$ cat src/rtl/i2csb_pkg.sv
// ----------------------------------------------------------------------------
// i2csb_pkg
// Shared types and constants for the byte-level I2C slave sequencer.
// ----------------------------------------------------------------------------
`default_nettype none

package i2csb_pkg;

    // Bus event codes carried on the input channel.
    localparam logic [1:0] OP_START    = 2'd0;
    localparam logic [1:0] OP_OVERFLOW = 2'd1;
    localparam logic [1:0] OP_STOP     = 2'd2;

    // Configuration register indexes.
    localparam logic [1:0] CFG_OWN_ADDRESS     = 2'd0;
    localparam logic [1:0] CFG_BUFFER_CAPACITY = 2'd1;
    localparam logic [1:0] CFG_RECEIVE_ENABLED = 2'd2;
    localparam logic [1:0] CFG_SEND_ENABLED    = 2'd3;

    // Reset values of the configuration registers.
    localparam logic [6:0] RST_OWN_ADDRESS     = 7'd0;
    localparam logic [7:0] RST_BUFFER_CAPACITY = 8'd32;

    // Byte sent on a read when sending is disabled (send_enabled clear).
    localparam logic [7:0] FILLER_BYTE = 8'hCD;

    // Shift lengths requested from the shift unit.
    localparam logic [3:0] BITS_BYTE = 4'd8;
    localparam logic [3:0] BITS_ACK  = 4'd1;

    // Acknowledge bit values.
    localparam logic ACK_BIT  = 1'b0;
    localparam logic NACK_BIT = 1'b1;

    // Receive count meaning "no packet open".
    localparam logic signed [8:0] COUNT_CLOSED = -9'sd1;

    // Protocol phase, one-hot.
    typedef enum logic [6:0] {
        PH_IDLE      = 7'b000_0001,
        PH_ADDR      = 7'b000_0010,
        PH_SEND      = 7'b000_0100,
        PH_REQ_REPLY = 7'b000_1000,
        PH_CHK_REPLY = 7'b001_0000,
        PH_RX_WAIT   = 7'b010_0000,
        PH_RX_ACK    = 7'b100_0000
    } t_phase;

    // Configuration register set.
    typedef struct packed {
        logic [6:0] own_address;
        logic [7:0] buffer_capacity;
        logic       receive_enabled;
        logic       send_enabled;
    } t_cfg;

    // One result beat.
    typedef struct packed {
        logic [7:0] load_byte;
        logic       sda_drive;
        logic [3:0] bits_wanted;
        logic       bus_idle;
        logic       store_valid;
        logic [7:0] store_index;
        logic [7:0] store_byte;
        logic       packet_done;
        logic [7:0] packet_length;
    } t_result;

endpackage

`default_nettype wire

$ cat src/rtl/i2csb_cfg_regs.sv
// ----------------------------------------------------------------------------
// i2csb_cfg_regs
// Configuration register bank written through a plain write port.
// ----------------------------------------------------------------------------
`default_nettype none

module i2csb_cfg_regs
    import i2csb_pkg::*;
(
    input  wire logic       i_clk,
    input  wire logic       i_rst_n,
    input  wire logic       i_cfg_we,
    input  wire logic [1:0] i_cfg_index,
    input  wire logic [7:0] i_cfg_data,
    output t_cfg            o_cfg
);

    t_cfg r_cfg;

    // Register writes; an index selects one register.
    always_ff @(posedge i_clk) begin
        if (!i_rst_n) begin
            r_cfg.own_address     <= RST_OWN_ADDRESS;
            r_cfg.buffer_capacity <= RST_BUFFER_CAPACITY;
            r_cfg.receive_enabled <= 1'b0;
            r_cfg.send_enabled    <= 1'b0;
        end else if (i_cfg_we) begin
            case (i_cfg_index)
                CFG_OWN_ADDRESS:     r_cfg.own_address     <= i_cfg_data[6:0];
                CFG_BUFFER_CAPACITY: r_cfg.buffer_capacity <= i_cfg_data;
                CFG_RECEIVE_ENABLED: r_cfg.receive_enabled <= i_cfg_data[0];
                CFG_SEND_ENABLED:    r_cfg.send_enabled    <= i_cfg_data[0];
                default: ;
            endcase
        end
    end

    assign o_cfg = r_cfg;

endmodule

`default_nettype wire

$ cat src/rtl/i2csb_core.sv
// ----------------------------------------------------------------------------
// i2csb_core
// Protocol state and receive count, with the next-state and result logic for
// one bus event.
// ----------------------------------------------------------------------------
`default_nettype none

module i2csb_core
    import i2csb_pkg::*;
(
    input  wire logic       i_clk,
    input  wire logic       i_rst_n,
    input  wire logic       i_accept,
    input  wire logic [1:0] i_op,
    input  wire logic [7:0] i_shift_data,
    input  wire logic [7:0] i_send_byte,
    input  wire logic       i_buffer_free,
    input  wire t_cfg       i_cfg,
    output logic            o_has_result,
    output t_result         o_result
);

    t_phase               r_phase;
    t_phase               n_phase;
    logic signed [8:0]    r_count;
    logic signed [8:0]    n_count;
    logic [6:0]           addr;
    logic [7:0]           read_byte;
    logic                 count_open;

    assign addr       = i_shift_data[7:1];
    assign read_byte  = i_cfg.send_enabled ? i_send_byte : FILLER_BYTE;
    assign count_open = ~r_count[8];

    // Event decode: next phase, next count and the result beat.
    always_comb begin
        n_phase      = r_phase;
        n_count      = r_count;
        o_has_result = 1'b1;
        o_result     = '0;
        o_result.bits_wanted = BITS_BYTE;

        case (i_op)
            OP_START: begin
                n_phase = PH_ADDR;
            end
            OP_STOP: begin
                if (count_open && (r_count != 9'sd0) && i_cfg.receive_enabled) begin
                    o_result.packet_done   = 1'b1;
                    o_result.packet_length = r_count[7:0];
                end
                n_count           = COUNT_CLOSED;
                n_phase           = PH_IDLE;
                o_result.bus_idle = 1'b1;
            end
            OP_OVERFLOW: begin
                case (r_phase)
                    PH_ADDR: begin
                        if ((addr != 7'd0) && (addr != i_cfg.own_address)) begin
                            n_phase           = PH_IDLE;
                            o_result.bus_idle = 1'b1;
                        end else if (i_shift_data[0]) begin
                            n_phase              = PH_SEND;
                            o_result.sda_drive   = 1'b1;
                            o_result.bits_wanted = BITS_ACK;
                        end else begin
                            o_result.load_byte = {7'd0, NACK_BIT};
                            if (i_cfg.receive_enabled && i_buffer_free
                                    && (r_count == COUNT_CLOSED)) begin
                                n_count            = 9'sd0;
                                o_result.load_byte = {7'd0, ACK_BIT};
                            end
                            n_phase              = PH_RX_WAIT;
                            o_result.sda_drive   = 1'b1;
                            o_result.bits_wanted = BITS_ACK;
                        end
                    end
                    PH_RX_WAIT: begin
                        n_phase = PH_RX_ACK;
                    end
                    PH_RX_ACK: begin
                        o_result.load_byte = {7'd0, NACK_BIT};
                        if (count_open) begin
                            // Buffer full: drop the packet and nack the byte.
                            if (r_count[7:0] >= i_cfg.buffer_capacity) begin
                                n_count = COUNT_CLOSED;
                            end else begin
                                o_result.store_valid = 1'b1;
                                o_result.store_index = r_count[7:0];
                                o_result.store_byte  = i_shift_data;
                                n_count              = r_count + 9'sd1;
                                o_result.load_byte   = {7'd0, ACK_BIT};
                            end
                        end
                        n_phase              = PH_RX_WAIT;
                        o_result.sda_drive   = 1'b1;
                        o_result.bits_wanted = BITS_ACK;
                    end
                    PH_REQ_REPLY: begin
                        n_phase              = PH_CHK_REPLY;
                        o_result.bits_wanted = BITS_ACK;
                    end
                    PH_CHK_REPLY: begin
                        if (i_shift_data != 8'd0) begin
                            n_phase           = PH_IDLE;
                            o_result.bus_idle = 1'b1;
                        end else begin
                            n_phase            = PH_REQ_REPLY;
                            o_result.load_byte = read_byte;
                            o_result.sda_drive = 1'b1;
                        end
                    end
                    PH_SEND: begin
                        n_phase            = PH_REQ_REPLY;
                        o_result.load_byte = read_byte;
                        o_result.sda_drive = 1'b1;
                    end
                    default: begin
                        // Overflow while idle is ignored.
                        o_has_result = 1'b0;
                    end
                endcase
            end
            default: begin
                o_has_result = 1'b0;
            end
        endcase
    end

    // State update on every accepted beat.
    always_ff @(posedge i_clk) begin
        if (!i_rst_n) begin
            r_phase <= PH_IDLE;
            r_count <= COUNT_CLOSED;
        end else if (i_accept) begin
            r_phase <= n_phase;
            r_count <= n_count;
        end
    end

endmodule

`default_nettype wire

$ cat src/rtl/i2csb_out_reg.sv
// ----------------------------------------------------------------------------
// i2csb_out_reg
// Result register with valid/ready handshake; it takes a new beat in the
// cycle the held one leaves.
// ----------------------------------------------------------------------------
`default_nettype none

module i2csb_out_reg
    import i2csb_pkg::*;
(
    input  wire logic    i_clk,
    input  wire logic    i_rst_n,
    input  wire logic    i_load,
    input  wire t_result i_result,
    input  wire logic    i_out_ready,
    output logic         o_space,
    output logic         o_out_valid,
    output t_result      o_result
);

    logic    r_valid;
    t_result r_result;

    // Room for a new beat when empty or the held one is taken now.
    assign o_space = ~r_valid | i_out_ready;

    always_ff @(posedge i_clk) begin
        if (!i_rst_n) begin
            r_valid <= 1'b0;
        end else if (i_load) begin
            r_valid <= 1'b1;
        end else if (i_out_ready) begin
            r_valid <= 1'b0;
        end
    end

    // Payload needs no reset.
    always_ff @(posedge i_clk) begin
        if (i_load) begin
            r_result <= i_result;
        end
    end

    assign o_out_valid = r_valid;
    assign o_result    = r_result;

endmodule

`default_nettype wire

$ cat src/rtl/i2c_slave_byte_sequencer_unit.sv
// ----------------------------------------------------------------------------
// i2c_slave_byte_sequencer_unit
// Byte-level I2C slave sequencer: turns bus events into shift-unit commands,
// buffer stores and packet reports.
//
//   Channel  | Handshake                 | Beat contents
//   ---------+---------------------------+-----------------------------------
//   input    | i_in_valid / o_in_ready   | op, shift_data, send_byte,
//            |                           | buffer_free
//   output   | o_out_valid / i_out_ready | load_byte ... packet_length
//   config   | i_cfg_we                  | i_cfg_index, i_cfg_data
//
// Each event is decoded combinationally: the phase and receive count update at
// the accepting edge and the result appears in the output register on the
// next cycle. One event per cycle is sustained while the output is drained.
// A stalled output blocks input only when the result register is full.
// Events that cause no result are accepted and produce no output beat.
// Synchronous reset returns the block to idle with no packet open.
// ----------------------------------------------------------------------------
`default_nettype none

module i2c_slave_byte_sequencer_unit
    import i2csb_pkg::*;
(
    input  wire logic       i_clk,
    input  wire logic       i_rst_n,
    // Configuration write port
    input  wire logic       i_cfg_we,
    input  wire logic [1:0] i_cfg_index,
    input  wire logic [7:0] i_cfg_data,
    // Input channel
    input  wire logic       i_in_valid,
    output logic            o_in_ready,
    input  wire logic [1:0] i_op,
    input  wire logic [7:0] i_shift_data,
    input  wire logic [7:0] i_send_byte,
    input  wire logic       i_buffer_free,
    // Output channel
    output logic            o_out_valid,
    input  wire logic       i_out_ready,
    output logic [7:0]      o_load_byte,
    output logic            o_sda_drive,
    output logic [3:0]      o_bits_wanted,
    output logic            o_bus_idle,
    output logic            o_store_valid,
    output logic [7:0]      o_store_index,
    output logic [7:0]      o_store_byte,
    output logic            o_packet_done,
    output logic [7:0]      o_packet_length
);

    t_cfg    cfg;
    t_result core_result;
    t_result out_result;
    logic    has_result;
    logic    accept;
    logic    space;

    assign o_in_ready = space;
    assign accept     = i_in_valid & space;

    i2csb_cfg_regs u_cfg_regs (
        .i_clk       (i_clk),
        .i_rst_n     (i_rst_n),
        .i_cfg_we    (i_cfg_we),
        .i_cfg_index (i_cfg_index),
        .i_cfg_data  (i_cfg_data),
        .o_cfg       (cfg)
    );

    i2csb_core u_core (
        .i_clk         (i_clk),
        .i_rst_n       (i_rst_n),
        .i_accept      (accept),
        .i_op          (i_op),
        .i_shift_data  (i_shift_data),
        .i_send_byte   (i_send_byte),
        .i_buffer_free (i_buffer_free),
        .i_cfg         (cfg),
        .o_has_result  (has_result),
        .o_result      (core_result)
    );

    i2csb_out_reg u_out_reg (
        .i_clk       (i_clk),
        .i_rst_n     (i_rst_n),
        .i_load      (accept & has_result),
        .i_result    (core_result),
        .i_out_ready (i_out_ready),
        .o_space     (space),
        .o_out_valid (o_out_valid),
        .o_result    (out_result)
    );

    // Result fields onto their ports.
    assign o_load_byte     = out_result.load_byte;
    assign o_sda_drive     = out_result.sda_drive;
    assign o_bits_wanted   = out_result.bits_wanted;
    assign o_bus_idle      = out_result.bus_idle;
    assign o_store_valid   = out_result.store_valid;
    assign o_store_index   = out_result.store_index;
    assign o_store_byte    = out_result.store_byte;
    assign o_packet_done   = out_result.packet_done;
    assign o_packet_length = out_result.packet_length;

endmodule

`default_nettype wire
$ cat config.mk
export PLATFORM = sky130hd
export DESIGN_NAME = i2c_slave_byte_sequencer_unit
export DESIGN_NICKNAME = d
export VERILOG_FILES = /design/src/rtl/i2csb_pkg.sv /design/src/rtl/i2csb_cfg_regs.sv /design/src/rtl/i2csb_core.sv /design/src/rtl/i2csb_out_reg.sv /design/src/rtl/i2c_slave_byte_sequencer_unit.sv
export SDC_FILE = /design/constraint.sdc
export NUM_CORES = 1
export LEC_CHECK = 0
export BUFFER_PORTS_ARGS = -buffer_cell sky130_fd_sc_hd__buf_2
export CELL_PAD_IN_SITES_DETAIL_PLACEMENT = 1
export CELL_PAD_IN_SITES_GLOBAL_PLACEMENT = 1
export CORE_ASPECT_RATIO = 1.5
export CORE_MARGIN = 5
export CORE_UTILIZATION = 38
export CTS_CLUSTER_DIAMETER = 50
export DETAILED_ROUTE_END_ITERATION = 10
export GPL_ROUTABILITY_DRIVEN = 0
export PLACE_DENSITY_LB_ADDON = 0.1
export SKIP_LAST_GASP = 1
export SLEW_MARGIN = 10
export SYNTH_ARGS = -nofsm -noshare
export SYNTH_HDL_FRONTEND = slang
export SYNTH_HIERARCHICAL = 1
export SYNTH_SLANG_ARGS = --single-unit
$ cat constraint.sdc
create_clock -name i_clk -period 2.8 [get_ports i_clk]
set_input_delay 0.56 -clock i_clk [delete_from_list [all_inputs] [get_ports i_clk]]
set_output_delay 0.56 -clock i_clk [all_outputs]
set_load 0.005 [all_outputs]
* Word level (Yosys, flattened, before mapping)
Index checks and enable logic that the tools add are counted.
** Word-level totals
- Flip-flop bits (word level) :: 74
- Input port bits :: 34
- Output and inout port bits :: 42
- Logic and storage cells :: 102
** Cells by class
- Add/subtract/negate cells :: 1
- Order comparisons :: 1
- Equality and inequality tests :: 19
- Multiplexer cells :: 31
- Bitwise logic cells :: 7
- Reduce and logical (&&, ||, !) cells :: 26
** Operators with widths (count)
- 2-to-1 mux 9 bit :: 7
- one-hot mux 7 bit (6 select lines) :: 1
- one-hot mux 9 bit (2 select lines) :: 2
- one-hot mux 9 bit (4 select lines) :: 1
- 2-to-1 mux 8 bit :: 3
- one-hot mux 7 bit (3 select lines) :: 1
- 2-to-1 mux 17 bit :: 1
- 2-to-1 mux 13 bit :: 1
- inequality test 3 bit (second input constant) :: 4
- AND reduction 2 bit :: 5
- adder 9 x 2 -> 9 bit (second input constant) :: 1
- equality test 9 x 1 -> 1 bit (second input constant) :: 1
- nonzero test 9 bit :: 1
- greater-or-equal comparator 8 bit :: 1
- one-hot mux 4 bit (2 select lines) :: 1
- nonzero test 8 bit :: 1
- equality test 7 x 2 -> 1 bit (second input constant) :: 1
- equality test 7 x 3 -> 1 bit (second input constant) :: 1
- equality test 7 x 4 -> 1 bit (second input constant) :: 1
- equality test 7 x 5 -> 1 bit (second input constant) :: 1
- equality test 7 x 6 -> 1 bit (second input constant) :: 1
- equality test 7 bit (second input constant) :: 1
- 2-to-1 mux 1 bit :: 7
- 2-to-1 mux 7 bit :: 1
- 23 further kinds :: 39

* Logic depth before layout (Yosys ltp)
- Word-level depth :: 7
- Depth in mapped cells :: 11
- Gate-level depth less buffers :: 9

* Cells and area by module
Netlist, hierarchy kept.
** Modules (own cells, without submodules)
- i2csb_core :: times used 1, cells each 247, area each 1805.5 um^2, seq. area each 320.3 um^2
- i2csb_out_reg :: times used 1, cells each 44, area each 1249.9 um^2, seq. area each 1221.2 um^2
- i2csb_cfg_regs :: times used 1, cells each 69, area each 670.6 um^2, seq. area each 340.3 um^2
- i2c_slave_byte_sequencer_unit :: times used 1, cells each 2, area each 12.5 um^2, seq. area each 0.0 um^2

* Worst setup path after synthesis
Ideal clock, no wire load.
- Kind :: register -> register
- From :: reg u_core.r_phase[2]
- To :: reg u_out_reg.r_result, in the netlist u_out_reg/o_result[0] (enable)
- Setup time :: 402 ps
- Arrival :: 2469 ps
- Required time :: 2398 ps
- Setup slack :: -71 ps
- Stages on the path, launching flop included :: 7
- Buffers on the path :: 0
- Period minus slack after synthesis :: 2871 ps
- Path through :: dfxtp_1 > or4_4 > nor3_1 > or3_1 > a211oi_1 > nor2_1 > and3_1
** On the way
- Longest elaborated chain between the ends :: 5
- Elaborated cells on any way between the ends :: 10
- Those cells by class :: eq/ne: 6; mux: 2; bitwise: 1; reduce/logical: 1
** Ends and longest elaborated chain
- start: declaration :: line i2csb_core.sv:23 : t_phase r_phase;
- start signal: assignment :: line i2csb_core.sv:136 : r_phase <= n_phase;
- equality test 7 x 6 -> 1 bit, or another cell as far along :: line i2csb_core.sv:57 : case (r_phase)
- OR reduction 6 bit (no line) *
- 2-to-1 mux 1 bit * :: line i2csb_core.sv:57
- one-hot mux 1 bit (2 select lines) * :: line i2csb_core.sv:43 : case (i_op)
- net has_result :: line i2c_slave_byte_sequencer_unit.sv:55 : logic has_result;
- AND 1 bit * :: line i2c_slave_byte_sequencer_unit.sv:87 : .i_load (accept & has_result),
- end signal: assignment :: line i2csb_out_reg.sv:40 : r_result <= i_result;
- end: declaration :: line i2csb_out_reg.sv:22 : t_result r_result;
Mark *: on every way through the listed nets, which the timed path passes. The rest lies on a longest branch.
A chain may end at the register's enable or synchronous reset.

* Worst setup path after layout
- From :: reg u_core.r_count[4]
- To :: reg u_core.r_count[0]
** On the way
- Longest elaborated chain between the ends :: 5
- Elaborated cells on any way between the ends :: 9
- Those cells by class :: order compare: 1; eq/ne: 2; mux: 4; reduce/logical: 2
** Ends and longest elaborated chain
- start: declaration :: line i2csb_core.sv:25 : logic signed [8:0] r_count;
- start signal: assignment :: line i2csb_core.sv:137 : r_count <= n_count;
- greater-or-equal comparator 8 bit :: line i2csb_core.sv:85 : if (r_count[7:0] >= i_cfg.buffer_capacity) begin
- 2-to-1 mux 9 bit :: line i2csb_core.sv:85
- 2-to-1 mux 9 bit :: line i2csb_core.sv:83 : if (count_open) begin
- one-hot mux 9 bit (2 select lines) :: line i2csb_core.sv:57
- one-hot mux 9 bit (2 select lines) :: line i2csb_core.sv:43
Parallel ways exist; a longest one is shown, timed or not. The select of a mux whose other input is x is not followed.

==> results.md <==
- Total GRT Usage: 0.171
- Sequential power share: 0.450
- FF+latch count, synth: 74
- Clk pwr share: 0.464
- Combinational cell fraction of total power: 0.086
- Count of final max-slew check failures: 0
- Hold crit path type: reg -> reg
- Pwr dens: about 570 nW/µm²
- Arrival @ worst endpoint: approximately 2.8 ns
- Clk root buf: clkbuf_16
- Largest area contributor in the netlist: edfxtp_1
- Seq/Total Area, Yosys: 0.503
- Top cell type's share of synthesized area: 0.321
- Top-count cell post-synth: edfxtp_1
- Vias in the first global route: approximately 3300
- Core Util, Final: 0.482
- Vias per cell: 5.41
- # DRC: 0
- TNS Setup: 0 ns
- Core area: 9630 µm²
- Placed cell count: around 550
- Ant diodes: 0
- Post-synth EDFFs: 40
- Outcome: finished clean
- Initial DRC count: 85
- Fill cells: between 1000 and 1500
- Area Growth Syn to Fin: 24.3%
- Max cap viols: 0
- First-pass GRT wire length: 16.6 mm
- Clock transition at path regs: 0.06 ns
- H-tree depth: 3
- WL/cell: 17.5 µm
- Hold Violations, Final: 0
- Port Buffers: between 70 and 80
- DP HPWL: between 7 and 8 mm
- Clk_skew: 0.00561 ns
- Avg Cell Area, Syn: 10.3 µm²
- Number of nets in the layout: between 400 and 500
- Largest net degree at the start of global routing: 37
- CP endpoint kind: flip-flop
- Top Ports: 76
- # rows: 44
- Critical path type: reg -> reg
- Post-synthesis async set-or-reset flop share: 0
- CTS tree: yes
- Fmax: roughly 0.4 GHz
- Crit start category: flip-flop
- Die width: roughly 90 µm
- Switching Share: 0.228
- WL final: about 10 mm
- CTS Buffer Depth: 2
- Netlist cell types: between 50 and 60
- Die area: around 12000 µm²
- Share of cells above drive strength 1: 0.267
- Initial Util: 0.388
- Most frequent cells after synthesis: edfxtp_1 (40), nand2_1 (37), dfxtp_1 (34)
- Netlist Area Pre-Place: ~3700 µm²
- Internal power of the cells: 2.06 mW
- Vias post-DR: roughly 3100
- Post-Synthesis Cells: 362
- Chip height: between 100 and 150 µm
- Power after layout: around 2.7 mW
- Worst slew margin: 0.475
- Initial antenna violation count: 1
- Unrepaired setup endpoints after global routing: no
- Required time at the worst-slack endpoint: a little over 3 ns
- Non-filler instance count after layout: between 500 and 600
- Worst vdd ir: approximately 310 µV
- CP max FO: 8
- Grt total ovfl: 0
- Top post-synthesis cells by area: edfxtp_1 (32%), dfxtp_1 (18%), ha_1 (5.0%), mux2i_1 (4.6%), nand2_1 (3.7%)
- Worst slew pin tran: roughly 0.78 ns
- Tcrit/Tclk final: 0.894
- Main synth FF type: edfxtp_1
- Fin crit period: approximately 2.5 ns
- Setup bufs post-CTS: 0
- Total CTS buffers: 9
- Switch Pwr: 0.608 mW
- Drt pass-1 iters: 6
- Clock Sinks: 74
- Synth Warn #: 6
- Lkg Pwr: between 2 and 2.5 nW
- Final Setup Violations: 0
- Clk Latency, worst-skew pair: about 0.33 ns
- Routed Antenna Nets: 0
[power groups by stage]
stage	Clock (mW)	Combinational (mW)	Sequential, mW
global route	1.31	0.256	1.20
finish	1.24	0.229	1.20
detailed placement	0	0.230	1.22
global placement	0	0.225	1.22
CTS	1.27	0.232	1.20
floorplan	0	0.130	1.22
[worst paths after layout]
path | start | end | slack, ns | cells after the start
setup / recovery | u_core/r_count[4] | u_core/r_count[0] | 0.30 | 9
hold / removal | u_cfg_regs/o_cfg[8] | u_cfg_regs/o_cfg[8] | 0.46 | 2
setup reg to reg | u_core/r_count[4] | u_core/r_count[0] | 0.30 | 9
hold reg to reg | u_cfg_regs/o_cfg[8] | u_cfg_regs/o_cfg[8] | 0.46 | 2
[cell usage in the layout (no fill, tap or decap), types with 3 or more instances in the layout]
| cell | instances |
|---|---|
| inv_1 | 22 |
| clkbuf_16 | 9 |
| mux2i_1 | 17 |
| buf_4 | 16 |
| a211oi_1 | 3 |
| a311oi_1 | 5 |
| and2_1 | 22 |
| xor2_1 | 8 |
| nand2_1 | 37 |
| nor3_1 | 9 |
| nand4_1 | 5 |
| nand3_1 | 8 |
| and3_1 | 11 |
| o21ai_0 | 21 |
| dfxtp_1 | 34 |
| ha_1 | 15 |
| edfxtp_1 | 40 |
| nor4_1 | 6 |
| nor2b_1 | 5 |
| nand2b_1 | 5 |
| nor2_1 | 9 |
| o21a_1 | 7 |
| a31oi_1 | 4 |
| a21oi_1 | 10 |
| buf_2 | 75 |
[cell type report]
type,count,area [µm²],share of cell area
flip-flops and latches,74,1880,0.405
well taps,115,144,0.0310
clock inverters,6,90.1,0.0194
inverters,22,82.6,0.0178
multi-input cells,250,1700,0.367
repair buffers,92,515,0.111
clock buffers,10,229,0.0493
[critical path, cell delays in order (launching register included)]
cell and delay [ns]:
dfxtp_1 0.43, and3_1 0.27, and3_1 0.24, and3_1 0.17, ha_1 0.17, nand3_1 0.11, o211a_1 0.25, a211oi_1 0.33
a21bo_2 0.30, a2bb2oi_1 0.16
[kinds of logic after synthesis]
logic type | Yosys count | synth area share
other | 1 | 0.00100
AOI/OAI and AO/OA | 71 | 0.129
adders and majority gates | 15 | 0.0502
xor gates and xnor gates | 9 | 0.0211
DFF | 74 | 0.503
muxes | 17 | 0.0455
buffers and inverters | 39 | 0.0445
and+or+nand+nor | 136 | 0.205
[per-layer routing]
layer	vias up	track usage	share of wire
met4	2	0.0726	0.026
met3	17	0.0429	0.054
li1	1486	-	-
met5	-	0	0.0011
met2	73	0.311	0.53
met1	1498	0.185	0.39
[flip-flops by register name (all words and copies together), names as in the netlist]
name / flops
u_core/r_phase: 7
u_core/r_count: 9
u_out_reg/o_result: 40
u_cfg_regs/o_cfg: 17
u_out_reg/o_out_valid: 1
[metrics by stage]
| stage | hold slack, ns | worst slack, ns | cell area (µm²) |
|---|---|---|---|
| 6_report | 0.456 | 0.298 | 4650 |
| 5_1_grt | 0.495 | 0.00937 | 4650 |
| 4_1_cts | 0.465 | 0.296 | 4650 |
| 3_5_place_dp | 0.453 | 0.309 | 4330 |
| 3_3_place_gp | 0.447 | 0.318 | 4330 |
| 2_1_floorplan | 0.435 | 0.284 | 3740 |
[repair_timing]
action,CTS,global route
resized for setup,0,1
endpoints found under the setup margin,0,2
hold buffers,0,0
(Power assumes the default switching activity.)
